`src/design/ptt_pkg.sv`:
```
// Package for the periodic timer table: sizes, status codes and the
// memory write request type. No dependencies.
package ptt_pkg;

    localparam int MAX_RULES     = 24;
    localparam int IDX_W         = $clog2(MAX_RULES);
    localparam int CNT_W         = $clog2(MAX_RULES + 1);
    localparam int SEC_W         = 31;
    localparam int TIME_W        = 64;
    localparam int MS_PER_SECOND = 1000;
    localparam int PMS_W         = SEC_W + $clog2(MS_PER_SECOND);

    typedef enum logic [1:0] {
        ST_ADDED = 2'd0,
        ST_FULL  = 2'd1,
        ST_DUE   = 2'd2,
        ST_DONE  = 2'd3
    } status_t;

    typedef struct packed {
        logic              deadline_en;
        logic              period_en;
        logic [IDX_W-1:0]  addr;
        logic [TIME_W-1:0] deadline;
        logic [PMS_W-1:0]  period_ms;
    } mem_wr_t;

endpackage

```
`src/design/ptt_if.sv`:
```
// Item channels of the periodic timer table: request and response.
// Depends on ptt_pkg.
interface ptt_req_if
    import ptt_pkg::*;
();
    logic              valid;
    logic              ready;
    logic              action;
    logic [SEC_W-1:0]  period_seconds;
    logic [TIME_W-1:0] now_ms;
    logic [4:0]        max_due;

    modport source (output valid, action, period_seconds, now_ms, max_due, input ready);
    modport sink   (input valid, action, period_seconds, now_ms, max_due, output ready);
endinterface

interface ptt_rsp_if
    import ptt_pkg::*;
();
    logic       valid;
    logic       ready;
    logic [1:0] status;
    logic [4:0] rule_index;
    logic [4:0] due_count;
    logic [4:0] rule_count;
    logic       last;

    modport source (output valid, status, rule_index, due_count, rule_count, last,
                    input ready);
    modport sink   (input valid, status, rule_index, due_count, rule_count, last,
                    output ready);
endinterface

```
`src/design/ptt_mem.sv`:
```
// Rule memory: deadline and period (in ms) per rule, one write port,
// one read port with registered read data. Depends on ptt_pkg.
module ptt_mem
    import ptt_pkg::*;
(
    input  logic              clk,
    input  mem_wr_t           wr,
    input  logic              rd_en,
    input  logic [IDX_W-1:0]  rd_addr,
    output logic [TIME_W-1:0] rd_deadline,
    output logic [PMS_W-1:0]  rd_period_ms
);

    logic [TIME_W-1:0] deadline_mem [MAX_RULES];
    logic [PMS_W-1:0]  period_mem   [MAX_RULES];
    logic [TIME_W-1:0] rd_deadline_reg;
    logic [PMS_W-1:0]  rd_period_reg;

    always_ff @(posedge clk)
    begin
        if (wr.deadline_en)
        begin
            deadline_mem[wr.addr] <= wr.deadline;
        end
        if (wr.period_en)
        begin
            period_mem[wr.addr] <= wr.period_ms;
        end
        if (rd_en)
        begin
            rd_deadline_reg <= deadline_mem[rd_addr];
            rd_period_reg   <= period_mem[rd_addr];
        end
    end

    assign rd_deadline  = rd_deadline_reg;
    assign rd_period_ms = rd_period_reg;

endmodule

```
`src/design/ptt_ctrl.sv`:
```
// Sequencer of the periodic timer table: add, scan and result register.
// Depends on ptt_pkg and the channel interfaces.
module ptt_ctrl
    import ptt_pkg::*;
(
    input  logic              clk,
    input  logic              rst_n,
    ptt_req_if.sink           req,
    ptt_rsp_if.source         rsp,
    output mem_wr_t           wr,
    output logic              rd_en,
    output logic [IDX_W-1:0]  rd_addr,
    input  logic [TIME_W-1:0] rd_deadline,
    input  logic [PMS_W-1:0]  rd_period_ms
);

    typedef enum logic [2:0] {
        S_IDLE,
        S_ADD,
        S_SCAN_RD,
        S_SCAN,
        S_DONE
    } state_t;

    state_t            state_reg;
    logic [TIME_W-1:0] now_reg;
    logic [PMS_W-1:0]  mul_reg;
    logic [4:0]        cap_reg;
    logic [CNT_W-1:0]  cur_reg;
    logic [CNT_W-1:0]  found_reg;
    logic [CNT_W-1:0]  used_reg;

    logic              out_valid_reg;
    status_t           out_status_reg;
    logic [CNT_W-1:0]  out_index_reg;
    logic [CNT_W-1:0]  out_due_reg;
    logic [CNT_W-1:0]  out_count_reg;
    logic              out_last_reg;

    logic              slot_free;
    logic              full;
    logic              active;
    logic              due;
    logic              out_load;
    logic [CNT_W-1:0]  cur_next;
    logic [TIME_W-1:0] add_deadline;
    logic [TIME_W-1:0] rearm_deadline;

    assign slot_free      = !out_valid_reg || rsp.ready;
    assign full           = (used_reg >= CNT_W'(MAX_RULES));
    assign active         = (cur_reg < used_reg) && (found_reg < CNT_W'(cap_reg));
    assign due            = (now_reg >= rd_deadline);
    assign cur_next       = cur_reg + CNT_W'(1);
    assign add_deadline   = now_reg + TIME_W'(mul_reg);
    assign rearm_deadline = now_reg + TIME_W'(rd_period_ms);
    assign out_load       = slot_free && ((state_reg == S_ADD) || (state_reg == S_DONE) ||
                                          ((state_reg == S_SCAN) && active && due));

    assign req.ready = (state_reg == S_IDLE);

    always_comb
    begin
        wr          = '0;
        wr.addr     = cur_reg[IDX_W-1:0];
        wr.deadline = rearm_deadline;
        wr.period_ms = mul_reg;
        rd_en       = 1'b0;
        rd_addr     = cur_next[IDX_W-1:0];
        unique case (state_reg)
            S_ADD:
            begin
                wr.addr     = used_reg[IDX_W-1:0];
                wr.deadline = add_deadline;
                if (slot_free && !full)
                begin
                    wr.deadline_en = 1'b1;
                    wr.period_en   = 1'b1;
                end
            end
            S_SCAN_RD:
            begin
                rd_addr = '0;
                rd_en   = (used_reg != '0);
            end
            S_SCAN:
            begin
                if (active && (!due || slot_free))
                begin
                    rd_en          = (cur_next < used_reg);
                    wr.deadline_en = due;
                end
            end
            default:
            begin
            end
        endcase
    end

    always_ff @(posedge clk or negedge rst_n)
    begin
        if (!rst_n)
        begin
            state_reg      <= S_IDLE;
            used_reg       <= '0;
            cur_reg        <= '0;
            found_reg      <= '0;
            out_valid_reg  <= 1'b0;
            now_reg        <= '0;
            mul_reg        <= '0;
            cap_reg        <= '0;
            out_status_reg <= ST_ADDED;
            out_index_reg  <= '0;
            out_due_reg    <= '0;
            out_count_reg  <= '0;
            out_last_reg   <= 1'b0;
        end
        else
        begin
            if (out_load)
            begin
                out_valid_reg <= 1'b1;
            end
            else if (rsp.ready)
            begin
                out_valid_reg <= 1'b0;
            end
            unique case (state_reg)
                S_IDLE:
                begin
                    if (req.valid)
                    begin
                        now_reg   <= req.now_ms;
                        cap_reg   <= req.max_due;
                        mul_reg   <= PMS_W'(req.period_seconds) * PMS_W'(MS_PER_SECOND);
                        cur_reg   <= '0;
                        found_reg <= '0;
                        state_reg <= req.action ? S_SCAN_RD : S_ADD;
                    end
                end
                S_ADD:
                begin
                    if (slot_free)
                    begin
                        out_due_reg   <= '0;
                        out_last_reg  <= 1'b1;
                        if (full)
                        begin
                            out_status_reg <= ST_FULL;
                            out_index_reg  <= '0;
                            out_count_reg  <= used_reg;
                        end
                        else
                        begin
                            out_status_reg <= ST_ADDED;
                            out_index_reg  <= used_reg;
                            out_count_reg  <= used_reg + CNT_W'(1);
                            used_reg       <= used_reg + CNT_W'(1);
                        end
                        state_reg <= S_IDLE;
                    end
                end
                S_SCAN_RD:
                begin
                    state_reg <= S_SCAN;
                end
                S_SCAN:
                begin
                    if (!active)
                    begin
                        state_reg <= S_DONE;
                    end
                    else if (!due)
                    begin
                        cur_reg <= cur_next;
                    end
                    else if (slot_free)
                    begin
                        out_status_reg <= ST_DUE;
                        out_index_reg  <= cur_reg;
                        out_due_reg    <= '0;
                        out_count_reg  <= used_reg;
                        out_last_reg   <= 1'b0;
                        found_reg      <= found_reg + CNT_W'(1);
                        cur_reg        <= cur_next;
                    end
                end
                S_DONE:
                begin
                    if (slot_free)
                    begin
                        out_status_reg <= ST_DONE;
                        out_index_reg  <= '0;
                        out_due_reg    <= found_reg;
                        out_count_reg  <= used_reg;
                        out_last_reg   <= 1'b1;
                        state_reg      <= S_IDLE;
                    end
                end
                default:
                begin
                    state_reg <= S_IDLE;
                end
            endcase
        end
    end

    assign rsp.valid      = out_valid_reg;
    assign rsp.status     = out_status_reg;
    assign rsp.rule_index = 5'(out_index_reg);
    assign rsp.due_count  = 5'(out_due_reg);
    assign rsp.rule_count = 5'(out_count_reg);
    assign rsp.last       = out_last_reg;

endmodule

```
`src/design/periodic_timer_table.sv`:
```
// Periodic timer table top level: sequencer plus rule memory.
// Depends on ptt_pkg, ptt_req_if/ptt_rsp_if, ptt_ctrl and ptt_mem.
//
// Usage: one request item in on req, one or more response items out on rsp.
// An add item (action 0) returns one item: rule added with its index, or
// table full. A check item (action 1) returns one due item per fired rule,
// in index order, up to max_due, then a done item carrying the count; the
// final item of every request has last set.
// A check reads the rule memory one entry per cycle, while no due rule
// waits on a busy response register, over the used rules until max_due
// rules have fired.
// One request is in work at a time; req.ready is high only when idle, and
// the next request can be taken while the last response still waits.
// Reset clears the rule count and the response register; memory contents
// are left as they are, since only entries below the rule count are read.
// When rsp.ready is low the response register holds its item and the scan
// pauses on the next due entry until the register frees.
module periodic_timer_table
    import ptt_pkg::*;
(
    input logic       clk,
    input logic       rst_n,
    ptt_req_if.sink   req,
    ptt_rsp_if.source rsp
);

    mem_wr_t           wr;
    logic              rd_en;
    logic [IDX_W-1:0]  rd_addr;
    logic [TIME_W-1:0] rd_deadline;
    logic [PMS_W-1:0]  rd_period_ms;

    ptt_ctrl u_ctrl (
        .clk          (clk),
        .rst_n        (rst_n),
        .req          (req),
        .rsp          (rsp),
        .wr           (wr),
        .rd_en        (rd_en),
        .rd_addr      (rd_addr),
        .rd_deadline  (rd_deadline),
        .rd_period_ms (rd_period_ms)
    );

    ptt_mem u_mem (
        .clk          (clk),
        .wr           (wr),
        .rd_en        (rd_en),
        .rd_addr      (rd_addr),
        .rd_deadline  (rd_deadline),
        .rd_period_ms (rd_period_ms)
    );

endmodule
```
`src/flat_wrapper.sv`:
```
// flat-port wrapper written by rule: the top's interface ports become plain ports
module periodic_timer_table_flat import ptt_pkg::*;
  (clk, rst_n, req_valid, req_action, req_period_seconds, req_now_ms, req_max_due, req_ready, rsp_valid, rsp_status, rsp_rule_index, rsp_due_count, rsp_rule_count, rsp_last, rsp_ready);
  ptt_req_if req_i ();
  ptt_rsp_if rsp_i ();
  input logic clk;
  input logic rst_n;
  input wire logic [$bits(req_i.valid)-1:0] req_valid;
  input wire logic [$bits(req_i.action)-1:0] req_action;
  input wire logic [$bits(req_i.period_seconds)-1:0] req_period_seconds;
  input wire logic [$bits(req_i.now_ms)-1:0] req_now_ms;
  input wire logic [$bits(req_i.max_due)-1:0] req_max_due;
  output wire logic [$bits(req_i.ready)-1:0] req_ready;
  output wire logic [$bits(rsp_i.valid)-1:0] rsp_valid;
  output wire logic [$bits(rsp_i.status)-1:0] rsp_status;
  output wire logic [$bits(rsp_i.rule_index)-1:0] rsp_rule_index;
  output wire logic [$bits(rsp_i.due_count)-1:0] rsp_due_count;
  output wire logic [$bits(rsp_i.rule_count)-1:0] rsp_rule_count;
  output wire logic [$bits(rsp_i.last)-1:0] rsp_last;
  input wire logic [$bits(rsp_i.ready)-1:0] rsp_ready;
  assign req_i.valid = req_valid;
  assign req_i.action = req_action;
  assign req_i.period_seconds = req_period_seconds;
  assign req_i.now_ms = req_now_ms;
  assign req_i.max_due = req_max_due;
  assign req_ready = req_i.ready;
  assign rsp_valid = rsp_i.valid;
  assign rsp_status = rsp_i.status;
  assign rsp_rule_index = rsp_i.rule_index;
  assign rsp_due_count = rsp_i.due_count;
  assign rsp_rule_count = rsp_i.rule_count;
  assign rsp_last = rsp_i.last;
  assign rsp_i.ready = rsp_ready;
  periodic_timer_table u_core (.clk(clk), .rst_n(rst_n), .req(req_i), .rsp(rsp_i));
endmodule
```
`config.mk`:
```
export PLATFORM = sky130hd
export DESIGN_NAME = periodic_timer_table_flat
export DESIGN_NICKNAME = d
export VERILOG_FILES = /design/src/design/ptt_pkg.sv /design/src/design/ptt_if.sv /design/src/design/ptt_mem.sv /design/src/design/ptt_ctrl.sv /design/src/design/periodic_timer_table.sv /design/src/flat_wrapper.sv
export SDC_FILE = /design/constraint.sdc
export NUM_CORES = 2
export LEC_CHECK = 0
export BUFFER_PORTS_ARGS = -buffer_cell sky130_fd_sc_hd__buf_2
export CAP_MARGIN = 20
export CORE_MARGIN = 1
export CORE_UTILIZATION = 45
export DETAILED_ROUTE_END_ITERATION = 7
export MAX_ROUTING_LAYER = met4
export PLACE_DENSITY_LB_ADDON = 0.05
export SYNTH_ARGS = -nofsm -noshare
export SYNTH_HDL_FRONTEND = slang
export SYNTH_SLANG_ARGS = --single-unit
```
`constraint.sdc`:
```
create_clock -name clk -period 10.4 [get_ports clk]
set_clock_uncertainty 0.1 [all_clocks]
set_input_delay 0.52 -clock clk [delete_from_list [all_inputs] [get_ports clk]]
set_output_delay 0.52 -clock clk [all_outputs]
set_load 0.05 [all_outputs]
```
==> summary.md <==
| Metric | Value |
|---|---|
| Status | `completed` |
| Vias per cell | `6.01` |
| Pre-antenna DRT Iters | `6` |
| Layout area overhead | `13.2%` |
| GRT overflow | `0` |
| H-tree depth | `5` |
| Comb power frac | `40.5%` |
| CP cell instances | `inv_1 > ha_1 > nand2b_1 > a21o_1 > a211oi_1 > o31ai_1 > a22o_1 > o211ai_2 > a211oi_4 > a21oi_4 > nor3_2 > buf_4 > buf_4` |
| Syn_nets | `9499` |
| Yosys top cell area share | `65.5%` |
| Max_cap viols | `0` |
| Synth area leader | `edfxtp_1` |
| First-pass GRT wire length | `528 mm` |
| CTS max path bufs | `4` |
| Antenna Nets Post-Route | `0` |
| Antenna violations before repair | `11` |
| Largest register FFs | `1536` |
| Min-Delay Path Class | `in2async` |
| Core area | `258000 sq um` |
| Cells after Synth | `9077` |
| Fillers | `21900` |
| CP Launch Type | `flop` |
| Seq cells post-synth | `2694` |
| Drt total wl | `366 mm` |
| Initial core utilization | `45.4%` |
| Worst Hold Slack | `0.0562 ns` |
| Die area | `262000 sq um` |
| Post-synth EDFFs | `2550` |
| Initial DRC count | `8392` |
| Total power | `46.9 mW` |
| Clk pwr share | `22.3%` |
| Clk Latency, worst-skew pair | `0.93 ns` |
| Top reg by flops | `u_core.u_mem.deadline_mem` |
| Synth warn | `0` |
| Total clock sinks | `2694` |
| CP Buf/Inv Count | `3` |
| Largest net degree at the start of global routing | `175` |
| Routed WL per cell | `28.5 um` |
| Worst Setup Path Type | `reg2reg` |
| GPL Wtd Cong | `0.860` |
| Critical Path End Type | `flop` |
| Setup TNS Final | `0 ns` |
| Die Y | `512 um` |
| Largest cells by area after synthesis | `edfxtp_1, nand2_1, dfrtp_1, nand3_1, o21ai_0` |
| Seq pwr share | `37.2%` |
| Most used cell, CP | `buf_4` |
| Power density over the cells | `354 nW/um^2` |
| Tot GR Track Use | `28.3%` |
| Top FF cell, synth | `edfxtp_1` |
| Crit path time final | `6.80 ns` |
| Hpwl dp | `196 mm` |
| CTS tree | `yes` |
| Synth unique cells | `75` |
| Vias | `77100` |
| CP max stage delay | `0.94 ns` |
| CP arrival | `7.22 ns` |
| Top Ports | `125` |
| Mapped Area | `117000 sq um` |
| PortBufs | `124` |
| Sw frac | `40.3%` |
| Postcts setup bufs | `0` |
| Register area share after synthesis | `68.5%` |
| Hold Vio Cnt, Final | `0` |
| Vias in the first global route | `74500` |
| Int Pwr | `28.0 mW` |
| Setup violations, final | `0` |
| Rows | `186` |
| Root Driver | `clkbuf_16` |
| DRC Markers | `0` |
| Share of cells above drive strength 1 | `11.1%` |
| Post-layout nets | `9622` |
| Leakage power | `45.9 nW` |
| Worst-margin pin slew | `1.16 ns` |
| Endpoint required time on the critical path | `10.82 ns` |
| Chip width | `512 um` |
| Clock Pin Slew Worst Setup and Hold Paths | `0.06 ns` |
| Slowest-stage cell, CP | `o31ai_1` |
| CP delay by family, top | `compound AO/OA/AOI/OAI gates` |
| Num CTS Buffers | `310` |
| Leading registers by flop count | `u_core.u_mem.deadline_mem x1536, u_core.u_mem.period_mem x912` |
| Synth Area per Inst | `12.9 sq um` |
| Worst VDD drop | `360 uV` |
| Switch Pwr | `18.9 mW` |
| Rel. slew slack | `22.8%` |
| Final cycle utilization of the critical path | `65.4%` |
| Synth async-reset ratio | `5.35%` |
| F_max | `147 MHz` |
| RSZ-0062 raised after global routing | `false` |
| Crit-path max FO | `27` |
| Final max-slew violation count | `0` |
per-stage QoR:
| step | instance area, sq um | instances | setup slack (ns) | util, % |
|---|---|---|---|---|
| 2_1_floorplan | 117000 | 9077 | 2.74 | - |
| 3_3_place_gp | 122000 | 12200 | 3.72 | 47.4 |
| 3_5_place_dp | 122000 | 12200 | 3.72 | 47.4 |
| 4_1_cts | 132000 | 12800 | 3.68 | 51.4 |
| 5_1_grt | 132000 | 12800 | 3.28 | 51.4 |
| 6_report | 132000 | 12800 | 3.60 | 51.4 |
kinds of logic (layout without fill, tap and decap cells):
kind of cell | count (synthesis) | count (layout) | synth area share [%]
mux | 118 | 118 | 1.69
xor+xnor | 95 | 95 | 0.711
flops | 2694 | 2694 | 68.5
fa+ha+maj | 317 | 317 | 4.13
compound gates | 1809 | 1809 | 10.2
other cells | 0 | 1 | 0
simple gates | 3152 | 3152 | 11.8
buf+inv | 892 | 1242 | 2.98
worst paths after layout:
path | start | to | slack [ns] | cells after the start
worst min register to register | u_core.u_ctrl.cap_reg[0]$_DFFE_PN0P_ | u_core.u_ctrl.cap_reg[0]$_DFFE_PN0P_ | 0.38 | 2
worst min-delay path | rst_n | u_core.u_ctrl.now_reg[41]$_DFFE_PN0P_ | 0.06 | 2
min in group clk | req_period_seconds[3] | u_core.u_ctrl.mul_reg[6]$_DFFE_PN0P_ | 0.10 | 5
worst max register to register | u_core.u_ctrl.now_reg[0]$_DFFE_PN0P_ | u_core.u_mem.deadline_mem[22][33]$_DFFE_PP_ | 3.60 | 13
worst max-delay path | u_core.u_ctrl.now_reg[0]$_DFFE_PN0P_ | u_core.u_mem.deadline_mem[22][33]$_DFFE_PP_ | 3.60 | 13
max in group asynchronous | rst_n | u_core.u_ctrl.cur_reg[0]$_DFFE_PN0P_ | 8.69 | 3
area by class of cell:
cell class | instances | area (sq um) | share of cell area [%]
Clock inverter | 143 | 1200 | 0.910
Timing Repair Buffer | 445 | 3630 | 2.74
Inverter | 258 | 976 | 0.737
Tap cell | 3384 | 4230 | 3.20
Clock buffer | 396 | 8360 | 6.31
Sequential cell | 2694 | 80200 | 60.5
Antenna cell | 1 | 2.50 | 0.00189
Multi-Input combinational cell | 5491 | 33900 | 25.6
worst register-to-register path: cells and delay by family, from the launching register on:
kind	cells	cell delay (ns)
buffers and inverters	3	1.06
AO/OA/AOI/OAI	7	3.03
AND/OR/NAND/NOR	2	1.03
adder cells (fa/ha/maj)	1	0.31
flip-flops	1	0.84
layout by cell type (no fill, tap or decap), types with 32 or more instances in the layout:
cell type,n
a2111oi_0,134
a211oi_1,269
a21o_1,46
a21oi_1,274
a311oi_1,60
a31oi_1,133
buf_2,123
buf_4,213
clkbuf_1,64
clkbuf_16,315
clkinv_1,53
clkinv_2,54
dfrtp_1,143
dlygate4sd3_1,74
edfxtp_1,2550
fa_1,115
ha_1,201
inv_1,257
mux2_2,41
mux4_2,59
nand2_1,1630
nand3_1,584
nor2_1,369
nor2b_1,139
nor3_1,105
o211ai_1,129
o21ai_0,512
o221ai_1,118
o31ai_1,49
or2_2,62
or3_1,120
xnor2_1,50
xor2_1,32
Yosys cell counts, types with 5 or more instances:
library cell     n
mux2i_1         12
nor3_1         129
o211ai_1       129
o31ai_1         49
nand2b_1        16
a31oi_1        133
a21oi_1        274
o21a_1          10
or3_1          121
edfxtp_1      2550
clkbuf_1       478
a311oi_1        60
and3_1          18
inv_1          257
o21bai_1        11
or2_2           62
a21o_1          46
o21ai_0        512
fa_1           115
xor2_1          36
and2_1           8
buf_2          102
mux4_2          59
nor2b_1        140
o221ai_1       118
ha_1           202
a22o_1           7
nand4_1         27
nand2_1       1635
a21boi_0         6
xnor2_1         59
buf_1           53
a31o_2           5
mux2_2          41
a2111oi_0      134
mux2_1           6
a211oi_1       269
dfrtp_1        144
nand3_1        584
nor2_1         395
layer usage:
metal / vias up / wire [um] / share of wire (%) / track usage (%)
met5: - / 0 / 0 / -
met4: 0 / 7730 / 2.1 / 6.12
met3: 496 / 25300 / 6.9 / 3.23
met2: 3001 / 171000 / 47 / 44.0
met1: 39500 / 162000 / 44 / 40.3
li1: 34100 / - / - / -
power by group through the flow:
stage | combinational [mW] | sequential [mW] | clock (mW)
after CTS | 18.7 | 17.4 | 10.6
after global routing | 20.6 | 17.5 | 11.0
after detailed placement | 18.6 | 17.7 | 0
after global placement | 18.4 | 17.6 | 0
after floorplan | 11.1 | 17.5 | 0
final | 19.0 | 17.4 | 10.5
what timing repair did:
item | CTS | global route
endpoints found under the setup margin | 0 | 0
hold buffers | 74 | 0
hold endpoints to repair | 123 | 0
gates resized for setup | 0 | 0
Power figures use the tool's default switching activity.
